### config.mk
export PLATFORM = sky130hd
export DESIGN_NAME = uhj_ctrl
export DESIGN_NICKNAME = d
export VERILOG_FILES = /design/src/rtl/core/uhj_pkg.sv /design/src/rtl/core/uhj_ctrl.sv
export SDC_FILE = /design/constraint.sdc
export NUM_CORES = 1
export LEC_CHECK = 0
export BUFFER_PORTS_ARGS = -buffer_cell sky130_fd_sc_hd__buf_4
export CAP_MARGIN = 40
export CORE_MARGIN = 1.5
export CORE_UTILIZATION = 50
export CTS_CLUSTER_DIAMETER = 150
export DETAILED_ROUTE_END_ITERATION = 8
export HOLD_SLACK_MARGIN = 0.03
export PLACE_DENSITY_LB_ADDON = 0.1
export SLEW_MARGIN = 30
export SYNTH_ARGS = -nofsm -noshare
export SYNTH_HDL_FRONTEND = slang
export SYNTH_SLANG_ARGS = --single-unit
export TNS_END_PERCENT = 20
### constraint.sdc
create_clock -name clock -period 4.3 [get_ports clock]
set_input_delay 0.645 -clock clock [delete_from_list [all_inputs] [get_ports clock]]
set_output_delay 0.645 -clock clock [all_outputs]
set_load 0.02 [all_outputs]
### src/rtl/core/uhj_pkg.sv
// Shared types, constants and coefficient tables for the two-channel UHJ encoder.
package uhj_pkg;

   localparam int CoefBits   = 18;
   localparam int HistBits   = 32;
   localparam int OperBits   = 33;
   localparam int ProdBits   = 51;
   localparam int AccBits    = 53;
   localparam int FracShift  = 17;
   localparam int DiffBits   = AccBits - FracShift + 1;
   localparam int SumBits    = 34;
   localparam int DeltaBits  = 36;
   localparam int SecCount   = 12;
   localparam int SecBits    = 4;
   localparam int OpBits     = 5;
   localparam int FirstSecOp = 5;
   localparam int LastOp     = FirstSecOp + SecCount - 1;
   localparam int YLastSec   = 3;
   localparam int WxLastSec  = 7;
   localparam int SLastSec   = 11;

   localparam logic signed [AccBits-1:0]  RoundHalf = AccBits'(64'd1 << (FracShift - 1));
   localparam logic signed [DiffBits-1:0] HistMax   = DiffBits'(64'd2147483647);
   localparam logic signed [DiffBits-1:0] HistMin   = -HistMax - DiffBits'(1);

   typedef logic signed [CoefBits-1:0] coef_type;
   typedef logic signed [HistBits-1:0] hist_type;

   typedef enum logic [2:0] {
      MS_Y,
      MS_WX_W,
      MS_WX_X,
      MS_S_W,
      MS_S_X,
      MS_SEC
   } mul_sel_type;

   typedef enum logic [2:0] {
      ST_IDLE,
      ST_MUL,
      ST_ACC,
      ST_WR,
      ST_FIN_SUM,
      ST_FIN_DELTA,
      ST_FIN_OUT
   } state_type;

   typedef struct packed {
      logic               load;
      logic               mul_en;
      mul_sel_type        mul_sel;
      logic               acc_en;
      logic               acc_first;
      logic               acc_round;
      logic               term_wr;
      logic [1:0]         term_idx;
      logic               sec_wr;
      logic [SecBits-1:0] sec_idx;
      logic               fin_sum;
      logic               fin_delta;
      logic               fin_out;
   } cmd_type;

   // Input matrix gains, Q1.17
   function automatic coef_type pre_coef(mul_sel_type sel);
      coef_type c;
      unique case (sel)
         MS_Y:    c = 18'sd85911;
         MS_WX_W: c = -18'sd44829;
         MS_WX_X: c = 18'sd66828;
         MS_S_W:  c = 18'sd123167;
         MS_S_X:  c = 18'sd24324;
         default: c = '0;
      endcase
      return c;
   endfunction

   // Allpass coefficients; the WX chain uses set two, Y and S use set one
   function automatic coef_type sec_coef(logic [SecBits-1:0] idx);
      coef_type c;
      if (idx[3:2] == 2'd1) begin
         unique case (idx[1:0])
            2'd0: c = 18'sd21202;
            2'd1: c = 18'sd96080;
            2'd2: c = 18'sd123909;
            default: c = 18'sd129840;
         endcase
      end else begin
         unique case (idx[1:0])
            2'd0: c = 18'sd62836;
            2'd1: c = 18'sd114848;
            2'd2: c = 18'sd128005;
            default: c = 18'sd130744;
         endcase
      end
      return c;
   endfunction

endpackage

### src/rtl/core/uhj_ctrl.sv
// Controller: sequences multiply, accumulate and write steps over the twelve sections.
module uhj_ctrl (
   input  logic             clock,
   input  logic             reset,
   input  logic             req_tvalid,
   output logic             req_tready,
   output logic             rsp_tvalid,
   input  logic             rsp_tready,
   output uhj_pkg::cmd_type cmd
);

   uhj_pkg::state_type state_ff, state_in;
   logic [uhj_pkg::OpBits-1:0] op_ff, op_in, op_sec;
   logic rsp_valid_ff, rsp_valid_in;
   logic is_sec, is_last_op, pre_first, pre_last;
   uhj_pkg::mul_sel_type pre_sel;
   logic [1:0] pre_term;

   always_ff @(posedge clock) begin
      if (reset) begin
         state_ff     <= uhj_pkg::ST_IDLE;
         op_ff        <= '0;
         rsp_valid_ff <= 1'b0;
      end else begin
         state_ff     <= state_in;
         op_ff        <= op_in;
         rsp_valid_ff <= rsp_valid_in;
      end
   end

   assign is_sec     = op_ff >= uhj_pkg::OpBits'(uhj_pkg::FirstSecOp);
   assign is_last_op = op_ff == uhj_pkg::OpBits'(uhj_pkg::LastOp);
   assign op_sec     = op_ff - uhj_pkg::OpBits'(uhj_pkg::FirstSecOp);

   // Input matrix terms: Y alone, then W and X pairs for WX and S
   always_comb begin
      unique case (op_ff)
         5'd0: begin
            pre_sel = uhj_pkg::MS_Y;    pre_first = 1'b1; pre_last = 1'b1; pre_term = 2'd0;
         end
         5'd1: begin
            pre_sel = uhj_pkg::MS_WX_W; pre_first = 1'b1; pre_last = 1'b0; pre_term = 2'd1;
         end
         5'd2: begin
            pre_sel = uhj_pkg::MS_WX_X; pre_first = 1'b0; pre_last = 1'b1; pre_term = 2'd1;
         end
         5'd3: begin
            pre_sel = uhj_pkg::MS_S_W;  pre_first = 1'b1; pre_last = 1'b0; pre_term = 2'd2;
         end
         5'd4: begin
            pre_sel = uhj_pkg::MS_S_X;  pre_first = 1'b0; pre_last = 1'b1; pre_term = 2'd2;
         end
         default: begin
            pre_sel = uhj_pkg::MS_SEC;  pre_first = 1'b1; pre_last = 1'b1; pre_term = 2'd0;
         end
      endcase
   end

   always_comb begin
      state_in     = state_ff;
      op_in        = op_ff;
      rsp_valid_in = rsp_valid_ff && !rsp_tready;
      cmd          = '0;
      cmd.mul_sel  = is_sec ? uhj_pkg::MS_SEC : pre_sel;
      cmd.sec_idx  = is_sec ? op_sec[uhj_pkg::SecBits-1:0] : '0;
      cmd.term_idx = pre_term;
      req_tready   = 1'b0;
      unique case (state_ff)
         uhj_pkg::ST_IDLE: begin
            req_tready = 1'b1;
            if (req_tvalid) begin
               cmd.load = 1'b1;
               op_in    = '0;
               state_in = uhj_pkg::ST_MUL;
            end
         end
         uhj_pkg::ST_MUL: begin
            cmd.mul_en = 1'b1;
            state_in   = uhj_pkg::ST_ACC;
         end
         uhj_pkg::ST_ACC: begin
            cmd.acc_en    = 1'b1;
            cmd.acc_first = is_sec || pre_first;
            cmd.acc_round = is_sec || pre_last;
            if (is_sec || pre_last) begin
               state_in = uhj_pkg::ST_WR;
            end else begin
               op_in    = op_ff + 1'b1;
               state_in = uhj_pkg::ST_MUL;
            end
         end
         uhj_pkg::ST_WR: begin
            cmd.term_wr = !is_sec;
            cmd.sec_wr  = is_sec;
            if (is_last_op) begin
               state_in = uhj_pkg::ST_FIN_SUM;
            end else begin
               op_in    = op_ff + 1'b1;
               state_in = uhj_pkg::ST_MUL;
            end
         end
         uhj_pkg::ST_FIN_SUM: begin
            cmd.fin_sum = 1'b1;
            state_in    = uhj_pkg::ST_FIN_DELTA;
         end
         uhj_pkg::ST_FIN_DELTA: begin
            cmd.fin_delta = 1'b1;
            state_in      = uhj_pkg::ST_FIN_OUT;
         end
         uhj_pkg::ST_FIN_OUT: begin
            if (!rsp_valid_ff || rsp_tready) begin
               cmd.fin_out  = 1'b1;
               rsp_valid_in = 1'b1;
               state_in     = uhj_pkg::ST_IDLE;
            end
         end
         default: begin
            state_in = uhj_pkg::ST_IDLE;
         end
      endcase
   end

   assign rsp_tvalid = rsp_valid_ff;

   a_start_seq: assert property (@(posedge clock) disable iff (reset)
      req_tvalid && req_tready |=> state_ff == uhj_pkg::ST_MUL && op_ff == '0)
      else $error("sequence did not restart at first step");

   a_op_range: assert property (@(posedge clock) disable iff (reset)
      state_ff != uhj_pkg::ST_IDLE |-> op_ff <= uhj_pkg::OpBits'(uhj_pkg::LastOp))
      else $error("step counter out of range");

   a_rsp_source: assert property (@(posedge clock) disable iff (reset)
      $rose(rsp_valid_ff) |-> $past(state_ff) == uhj_pkg::ST_FIN_OUT)
      else $error("response raised outside output step");

   a_sec_idx: assert property (@(posedge clock) disable iff (reset)
      cmd.sec_wr |-> cmd.sec_idx < uhj_pkg::SecBits'(uhj_pkg::SecCount) && !cmd.term_wr)
      else $error("section write with bad index");

endmodule

-- Yosys cells after proc, flatten, opt, wreduce, memory -nomap -nowiden
Cells that the tools add are included.
- bits of input ports: 4
- register bits after elaboration: 9
- word-level logic and storage cells: 65
- output and inout port bits: 21
- eq/ne operators: 15
- reductions and logical operators: 16
- magnitude comparators: 1
- add/sub/neg operators: 2
- muxes and demuxes: 28
- operators with widths (operator ; count):
    one-hot mux 3 bit (7 select lines) ; 1
    2-to-1 mux 3 bit ; 5
    2-to-1 mux 5 bit ; 3
    one-hot mux 3 bit (5 select lines) ; 1
    one-hot mux 5 bit (3 select lines) ; 1
    2-to-1 mux 1 bit ; 14
    equality test 5 x 2 -> 1 bit (second input constant) ; 2
    equality test 3 bit (second input constant) ; 3
    != test 2 bit (second input constant) ; 4
    OR reduction 2 bit ; 4
    equality test 3 x 2 -> 1 bit (second input constant) ; 2
    adder 5 x 1 -> 5 bit (second input constant) ; 1
    equality test 5 x 1 -> 1 bit (second input constant) ; 1
    equality test 5 x 3 -> 1 bit (second input constant) ; 1
    equality test 5 bit (second input constant) ; 1
    greater-or-equal comparator 5 x 3 -> 1 bit (second input constant) ; 1
    zero test 5 bit ; 1
    2-to-1 mux 4 bit ; 1
    one-hot mux 2 bit (2 select lines) ; 1
    AND reduction 4 bit ; 1
    subtractor 4 x 3 -> 4 bit (second input constant) ; 1
    equality test 3 x 1 -> 1 bit (second input constant) ; 1
    zero test 1 bit ; 3
    zero test 3 bit ; 1
    other kinds (5) ; 7

-- Longest topological paths before layout
Gate-level depths: netlist of run 1.
- depth after elaboration: 6
- depth in mapped cells: 6
- depth with buffers taken out: 6

-- Least setup slack after synthesis of run 1
No wires, ideal clock.
- kind: flip-flop to output port
- start point: reg op_ff[1] in the netlist's numbering
- end point: out cmd[14] in the netlist's numbering
- stages on the path, launching flop included: 7
- slack: 1884 ps
- buffers on the path: 0
- arrival time: 1771 ps
- data required time: 3655 ps
- path through: dfxtp_1 > inv_1 > ha_1 > or3_1 > a21oi_2 > a21oi_1 > or3_1
- RTL lines (item ; RTL line ; RTL):
    from (decl) ; uhj_ctrl.sv:13 ; logic [uhj_pkg::OpBits-1:0] op_ff, op_in, op_sec;
    from (signal assigned) ; uhj_ctrl.sv:26 ; op_ff <= op_in;
    to (decl) ; uhj_ctrl.sv:9 ; output uhj_pkg::cmd_type cmd

==> results.ini, run 1 <==
[outcome]
status=completed

[cells_and_area]
seqCellArea_um2=180
multiInputGateArea_um2=578
antennaDiodeCount=0
fin_nets=139
drive_gt1_share_pct=25.6
fillers=159
fin_util_pct=66.9
fin_cells=145
syn_to_final_growth_pct=24.2

[setup_path]
crit_chain=inv_1, ha_1, or3_1, a21oi_2, a21oi_1, or3_1, buf_4
cp-end-kind=primary output
cp.required_ps=3650
crit_cells=7
worst_path_most_repeated_cell=or3_1
cp_max_fo=7
critPathTopFamily=simple AND/OR/NAND/NOR gates
worstSetupPathType=reg2out
cp.arrival_ps=2270
cpMaxStageDelayCell=dfxtp_1
crit_path_start_kind=flip-flop
max_stage_delay_ps=440
cp_num_buf_inv=2
ff2ff_path_depth=6

[global_route]
gr-total-overflow=0
grt_pass1_wl_um=2950
grt_pass1_vias=696
antenna_found_initial=0
grt_max_degree=18
grtUsageTotal_pct=20.6

[sta]
rsz0062_at_grt=false
hold_viol=0
max_slew_margin_pct=65.2
period_minus_slack_ps=2910
setup_tns_ps=0
drv_slew=0
finClkSkew_ps=1.57
setup_violations=0
period_share_pct=67.7
fmax_mhz=343
setup_slack_ps=1390
worstMarginPinSlew_ps=521

[pwr]
combPwrFrac_pct=32.4
seqPwrFrac_pct=40.2
p_leak_uw=0.000440
p_clk_share_pct=27.4
irDropWorstVdd_mv=0.160
p_sw_uw=78.7
powerDensity_nw_per_um2=233
switching_share_pct=33.5
p_int_uw=156

[detailed_routing]
wirelength_um=1830
ant_nets=0
drtIter0Drc=20
dr.pass1.iters=4
viasPerCell=5.92
wl_per_cell_um=12.6
drc=0
via_count=859

[synth]
synth_edf_count=0
synth_top_area_cell=dfxtp_1
netlist_instances=107
synth_area_leaders=dfxtp_1 22%, ha_1 7.7%, a21oi_1 6.8%
seq_area_frac_synth_pct=22.2
syn-num-nets=116
syn_area_per_cell_um2=7.58
synthXorXnorAreaFrac_pct=1.08
synth_compound_area_share_pct=23.8
synth_top_family_by_area=simple AND/OR/NAND/NOR gates
synth_most_common_cell=nor2_1
synth_top_area_share_pct=22.2
yosys.area_share.simple_pct=32.6
muxShareOfSynthArea_pct=6.17
async_flop_share_pct=0
yosys_warnings=0
synth_cell_types=37
synth_common_cells=13 x nor2_1, 11 x a21oi_1, 9 x dfxtp_1
synthesis.area_um2=811
synthAdderAreaFrac_pct=7.72
ys.flop_type=dfxtp_1
synth-seq-cells=9

[clock_network]
cts_buffer_depth=2
cts-resized-gates=0
hold_buffers=0
cts_buffers=3
clk_pin_slew_worst_paths_ps=60
clock_latency_ps=260
cts_sinks=9
cts_root_buffer=clkbuf_4
cts_tree=yes
htree_levels=1
post_cts_buffers=0

[placed_design]
pre_cts_slack_ps=1690
portBuffers=24
dpl.hpwl_um=1370
place.gp.congestion=0.818
placed_cells=141

[floorplan]
die_x_um=43.3
die_h_um=43.3
core_area_um2=1510
io_pins=25
die-area_um2=1870
start_util_pct=53.8
num_rows=14

[min_path]
min_path_cells=2
hold_class=reg2reg

[flow_run]
maxCapViolCount=0

## final cells by class
type | instances | area share [%]
multi-input cells | 86 | 57.4
flip-flops and latches | 9 | 17.9
repair buffers | 24 | 17.9
clock buffers | 4 | 2.61
inverters | 6 | 2.24
well taps | 16 | 1.99
## final timing paths
| path | from | endpoint | slack, ps |
|---|---|---|---|
| hold / removal | op_ff[4] | op_ff[4] | 530 |
| hold reg to reg | op_ff[4] | op_ff[4] | 530 |
| setup / recovery | op_ff[1] | cmd[14] | 1390 |
| setup reg to reg | op_ff[0] | op_ff[3] | 2220 |
## per-layer routing
metal,vias to the layer above,track usage (%),wire length (um)
met1,395,28.3,877
li1,426,-,-
met5,-,0,0
met2,33,31.9,820
met4,0,10.3,27
met3,5,1.70,102
## placed cells by master, fill, tap and decap left out, drive strengths merged, types with 2 or more instances in the layout
cell type and instances:
buf 24, nor2 13, a21oi 12, dfxtp 9
nand2 7, inv 6, nor3 6, mux2i 5
ha 5, nand2b 4, o21ai 4, nand3 4
clkbuf 4, o21a 3, and3 2, nor3b 2
or3 2
## power by group through the flow
stage | Combinational, uW | Clock [uW] | Sequential (uW)
after floorplan | 55.0 | 0 | 91.4
after global placement | 74.7 | 0 | 95.6
after detailed placement | 76.0 | 0 | 95.9
after CTS | 76.7 | 66.8 | 94.1
after global routing | 82.6 | 69.8 | 95.2
final | 76.1 | 64.3 | 94.5
## worst reg2reg max path, cell delays in order (launching register included)
cell,delay (ps)
dfxtp_1,500
inv_1,180
ha_1,300
nor4bb_1,170
o21a_4,270
a2111oi_4,360
mux2i_1,220
## stage by stage
step | hold WS [ps] | area, um^2 | power, uW
after floorplan | 483 | 811 | 146
after global placement | 516 | 981 | 170
after detailed placement | 526 | 981 | 172
after CTS | 536 | 1010 | 238
after global routing | 593 | 1010 | 248
final | 532 | 1010 | 235
## registers in the layout, summed over array words and instances (netlist names)
name / flops
op_ff: 5
state_ff: 3
rsp_tvalid: 1
## logic make-up (layout without fill, tap and decap cells)
family / Yosys count / count (layout)
AO/OA/AOI/OAI: 26 / 26
XOR/XNOR: 1 / 1
adder cells (fa/ha/maj): 5 / 5
buffers and inverters: 12 / 34
flip-flops: 9 / 9
multiplexers: 5 / 5
AND/OR/NAND/NOR: 49 / 49
Note: power is estimated with default switching activity, not from simulation.
==> inputs of run 2 (changes only) <==
--- a/config.mk
+++ b/config.mk
@@ -5,10 +5,11 @@
 export SDC_FILE = /design/constraint.sdc
 export NUM_CORES = 1
 export LEC_CHECK = 0
+export ABC_AREA = 1
 export BUFFER_PORTS_ARGS = -buffer_cell sky130_fd_sc_hd__buf_4
 export CAP_MARGIN = 40
 export CORE_MARGIN = 1.5
-export CORE_UTILIZATION = 50
+export CORE_UTILIZATION = 49
 export CTS_CLUSTER_DIAMETER = 150
 export DETAILED_ROUTE_END_ITERATION = 8
 export HOLD_SLACK_MARGIN = 0.03
==> constraint.sdc (replaced) <==
create_clock -name clock -period 2.9 [get_ports clock]
set_input_delay 0.435 -clock clock [delete_from_list [all_inputs] [get_ports clock]]
set_output_delay 0.435 -clock clock [all_outputs]
set_load 0.02 [all_outputs]
==> run 2 against run 1 <==
  * Clock skew about the same
  * First-iteration DRC count grew 30%
  * Routed wire length fell by 5.5%
  * Count of clock-buffer cells in the layout stayed put
  * Synthesized area fell by 5.2%
  * Via count shrank 2.3%
==> results.ini, run 2 <==
[outcome]
status=completed

[pwr]
switching_share_pct=39.2
p_sw_uw=164
combPwrFrac_pct=43.5
irDropWorstVdd_mv=0.320
p_leak_uw=0.000492
powerDensity_nw_per_um2=426
total_power_uw=419
p_int_uw=255
seqPwrFrac_pct=34.3
p_clk_share_pct=22.2

[cells_and_area]
antennaDiodeCount=0
fillers=143
largest_register=op_ff
final_cell_area_um2=982
layout_common_cells=24 x buf_4, 22 x nand2_1, 22 x nor2_1
fin_cells=164
drive_gt1_share_pct=25.7
largest_register_ffs=5
mostFrequentLayoutCell=buf_4
syn_to_final_growth_pct=27.9
fin_nets=158

[setup_path]
cp.required_ps=2470
cp_max_fo=7
cp.arrival_ps=1830
worstSetupPathType=reg2out
reg2reg_slack_ps=1340
crit_path_start_kind=flip-flop
cp-end-kind=primary output

[synth]
synth-seq-cells=9
synth_top_area_cell=dfxtp_1
seq_area_frac_synth_pct=23.5
synth_compound_area_share_pct=11.9
synth_cell_types=26
synth_edf_count=0
ys.flop_type=dfxtp_1
async_flop_share_pct=0
synth_top_family_by_area=simple AND/OR/NAND/NOR gates
yosys_warnings=0
yosys.area_share.simple_pct=44.8
synth_area_leaders=dfxtp_1 23%, nand2_1 11%, nor2_1 11%
synthXorXnorAreaFrac_pct=2.28
syn_area_per_cell_um2=6.30
synth_common_cells=22 x nand2_1, 22 x nor2_1, 14 x inv_1, 14 x nand3_1, 9 x dfxtp_1
synth_top_area_share_pct=23.5
synthAdderAreaFrac_pct=8.14
netlist_instances=122
synthesis.area_um2=768
muxShareOfSynthArea_pct=0
syn-num-nets=131

[sta]
worstMarginPinSlew_ps=447
period_share_pct=78.2
setup_violations=0
rsz0062_at_grt=false
period_minus_slack_ps=2270
finClkSkew_ps=1.12
max_slew_margin_pct=70.2
setup_tns_ps=0
hold_viol=0
fmax_mhz=441
drv_slew=0
setup_slack_ps=634

[placed_design]
place.gp.congestion=0.815
pre_cts_slack_ps=889
dpl.hpwl_um=1390
placed_cells=160
portBuffers=24
place_area_um2=956

[global_route]
grt_pass1_wl_um=2780
antenna_found_initial=0
grt_pass1_vias=683
grtUsageTotal_pct=19.9
grt_max_degree=13
gr-total-overflow=0

[clock_network]
clock_latency_ps=250
post_cts_buffers=0
htree_levels=1
hold_buffers=0
cts_root_buffer=clkbuf_4
cts-resized-gates=0
cts_sinks=9
cts_buffer_depth=2
cts_buffers=3
cts_tree=yes
clk_pin_slew_worst_paths_ps=60

[floorplan]
die_h_um=42.6
start_util_pct=51.6
core_area_um2=1490
io_pins=25
num_rows=14
die_x_um=42.6
die-area_um2=1810

[detailed_routing]
via_count=839
wl_per_cell_um=10.5
viasPerCell=5.12
ant_nets=0
drc=0
dr.pass1.iters=5
wirelength_um=1730
drtIter0Drc=26

[flow_run]
maxCapViolCount=0

[min_path]
hold_class=in2reg

[run 2: cell types whose count changed after synthesis, moves of 4 or more]
cell / before / now
a21oi_1: 11 / 7
clkbuf_1: 4 / 0
inv_1: 6 / 14
mux2i_1: 5 / 0
nand2_1: 7 / 22
nand2b_1: 4 / 0
nand3_1: 4 / 14
nor2_1: 13 / 22
[run 2: path summary, 6_finish.rpt]
check	from	end	cells after the start
max reg2reg	op_ff[1]	op_ff[2]	7
min reg2reg	op_ff[1]	op_ff[1]	2
min	reset	op_ff[3]	2
max	op_ff[1]	cmd[12]	7
[run 2: cells by family after synthesis]
| kind of cell | after synthesis |
|---|---|
| AOI/OAI and AO/OA | 15 |
| adders and majority gates | 5 |
| DFF | 9 |
| xor gates and xnor gates | 2 |
| buffers and inverters | 18 |
| and+or+nand+nor | 73 |
[run 2: layout make-up]
cell class / instances / area, um^2 / share of cell area, %
Tap cell: 16 / 20.0 / 2.04
Inverter: 16 / 60.1 / 6.11
Clock buffer: 4 / 26.3 / 2.68
Timing Repair Buffer: 24 / 180 / 18.3
Sequential cell: 9 / 180 / 18.3
Multi-Input combinational cell: 95 / 515 / 52.5
[run 2: per-stage QoR]
stage          hold WS [ps]  util (%)
2_1_floorplan           504         -
3_3_place_gp            527      64.2
3_5_place_dp            540      64.2
4_1_cts                 398      66.0
5_1_grt                 400      66.0
6_report                410      66.0
[run 2: power groups by stage]
stage               clock network, uW  registers (uW)  logic (uW)
global placement                    0             146         181
detailed placement                  0             146         182
finish                           93.0             144         182
CTS                              97.8             143         183
floorplan                           0             143         125
global route                      106             145         198
[run 2: critical path, stage by stage, from the launching register on]
cell,delay [ps]
dfxtp_1,430
inv_1,110
ha_1,230
nand2_1,80
nand2_1,80
nor2_1,310
a21boi_0,150
buf_4,180
[run 2: metal layers]
| layer | vias to the layer above | share of wire (%) | track usage [%] |
|---|---|---|---|
| met4 | 0 | 0.35 | 9.38 |
| met2 | 25 | 47 | 31.1 |
| met3 | 2 | 5.4 | 3.88 |
| met5 | - | 0 | 0 |
| li1 | 446 | - | - |
| met1 | 366 | 47 | 26.1 |
==> inputs of run 3 (changes only) <==
==> constraint.sdc (replaced) <==
create_clock -name clock -period 2.1 [get_ports clock]
set_input_delay 0.315 -clock clock [delete_from_list [all_inputs] [get_ports clock]]
set_output_delay 0.315 -clock clock [all_outputs]
set_load 0.02 [all_outputs]
==> run 3 against run 2 <==
  * Routed wire length up 1.0%
  * Non-clock buffer count stayed put
  * Clock power up 39%
  * Total power up 39%
  * Largest cell class unchanged
  * Highest routed layer unchanged
==> results.ini, run 3 (synthesized netlist as in run 2, its figures left out) <==
[detailed_routing]
viasPerCell=5.09
via_count=834
drc=0
wl_per_cell_um=10.6
ant_nets=0
dr.pass1.iters=4
wirelength_um=1740
drtIter0Drc=31

[cells_and_area]
largest_register=op_ff
fillers=143
antennaDiodeCount=0
drive_gt1_share_pct=28.4
layout_common_cells=24 x buf_4, 22 x nand2_1, 21 x nor2_1
multiInputGateArea_um2=523
seqCellArea_um2=184
mostFrequentLayoutCell=buf_4
largest_register_ffs=5
fin_util_pct=66.7
fin_nets=158
syn_to_final_growth_pct=29.3

[placed_design]
dpl.hpwl_um=1390
place.gp.congestion=0.815
portBuffers=24

[clock_network]
cts_buffer_depth=2
cts_buffers=3
clk_pin_slew_worst_paths_ps=60
cts_tree=yes
cts_root_buffer=clkbuf_4
clock_latency_ps=250
cts_sinks=9
htree_levels=1
hold_buffers=0

[sta]
setup_violations=0
max_slew_margin_pct=81.6
worstMarginPinSlew_ps=275
fmax_mhz=521
setup_tns_ps=0
hold_viol=0
drv_slew=0
period_share_pct=91.4
finClkSkew_ps=1.98
rsz0062_at_grt=false
period_minus_slack_ps=1920

[setup_path]
max_stage_delay_ps=380
worstSetupPathType=reg2out
worst_path_most_repeated_cell=nand2_1
crit_chain=inv_1, ha_1, nand2_1, nand2_1, nor2_4, o211ai_1, buf_4
reg2reg_slack_ps=620
cp.arrival_ps=1600
cp_max_fo=7
cp.required_ps=1780
rr_startpoint=op_ff[1]
r2r-end=op_ff[4]
cpMaxStageDelayCell=dfxtp_2
crit_path_start_kind=flip-flop
ff2ff_path_depth=7
cp-end-kind=primary output

[pwr]
powerDensity_nw_per_um2=587
p_leak_uw=0.000496
irDropWorstVdd_mv=0.442
total_power_uw=583

[floorplan]
core_area_um2=1490
num_rows=14
io_pins=25
die-area_um2=1810
start_util_pct=51.6
die_x_um=42.6
die_h_um=42.6

[global_route]
antenna_found_initial=0
gr-total-overflow=0
grtUsageTotal_pct=20.1
grt_max_degree=13
grt_pass1_wl_um=2800
grt_pass1_vias=689

[flow_run]
maxCapViolCount=0

[min_path]
hold_class=in2reg
min_to=op_ff[3]
holdCritStartpoint=reset
min_path_cells=2

[outcome]
status=completed

[run 3: changes by cell type in the layout (fill, tap and decap cells not counted)]
| cell | delta |
|---|---|
| nor2_1 | -1 |
| dfxtp_2 | +3 |
| nor2_4 | +1 |
| dfxtp_1 | -3 |
[run 3: how the worst max path moves through the flow]
stage                     startpoint       to  slack [ps]
after floorplan             op_ff[0]  cmd[16]         160
after global placement      op_ff[1]  cmd[12]         330
after detailed placement    op_ff[1]  cmd[12]         210
after CTS                   op_ff[1]  cmd[12]          50
after global routing        op_ff[0]  cmd[12]          30
final                       op_ff[1]  cmd[14]         180
[run 3: area by class of cell]
type                       count  share of cell area (%)
multi-input combinational     95                    52.6
sequential                     9                    18.5
timing repair buffer          24                    18.1
inverter                      16                    6.05
clock buffer                   4                    2.64
tap                           16                    2.02
[run 3: repair_timing]
action                                  CTS  global route
buffers inserted                          0             0
endpoints found under the setup margin    2             7
gates resized for setup                   1             4
[run 3: worst max-delay path, delay by kind of cell, from the launching register on]
family | cells | cell delay [ps]
AO/OA/AOI/OAI | 1 | 100
buffers and inverters | 2 | 260
adder cells (fa/ha/maj) | 1 | 220
flip-flops | 1 | 380
AND/OR/NAND/NOR | 3 | 380
[run 3: routing by layer]
layer	wire, um	vias to the layer above	global-route usage [%]
met5	0	-	0
met2	796	25	32.0
met4	6	0	9.38
met3	99	2	3.88
met1	842	362	25.8
li1	-	445	-
[run 3: power by group]
| group | total, uW | switching [uW] | internal, uW |
|---|---|---|---|
| Clock | 129 | 56.0 | 72.9 |
| Combinational | 255 | 155 | 100 |
| Sequential | 199 | 18.0 | 181 |
[run 3: metrics by stage]
step	cell area [um^2]	std cells	hold WS (ps)	setup WS, ps
2_1_floorplan	768	122	504	164
3_3_place_gp	956	160	527	328
3_5_place_dp	956	160	540	209
4_1_cts	985	164	278	45.6
5_1_grt	993	164	280	27.4
6_report	993	164	289	180
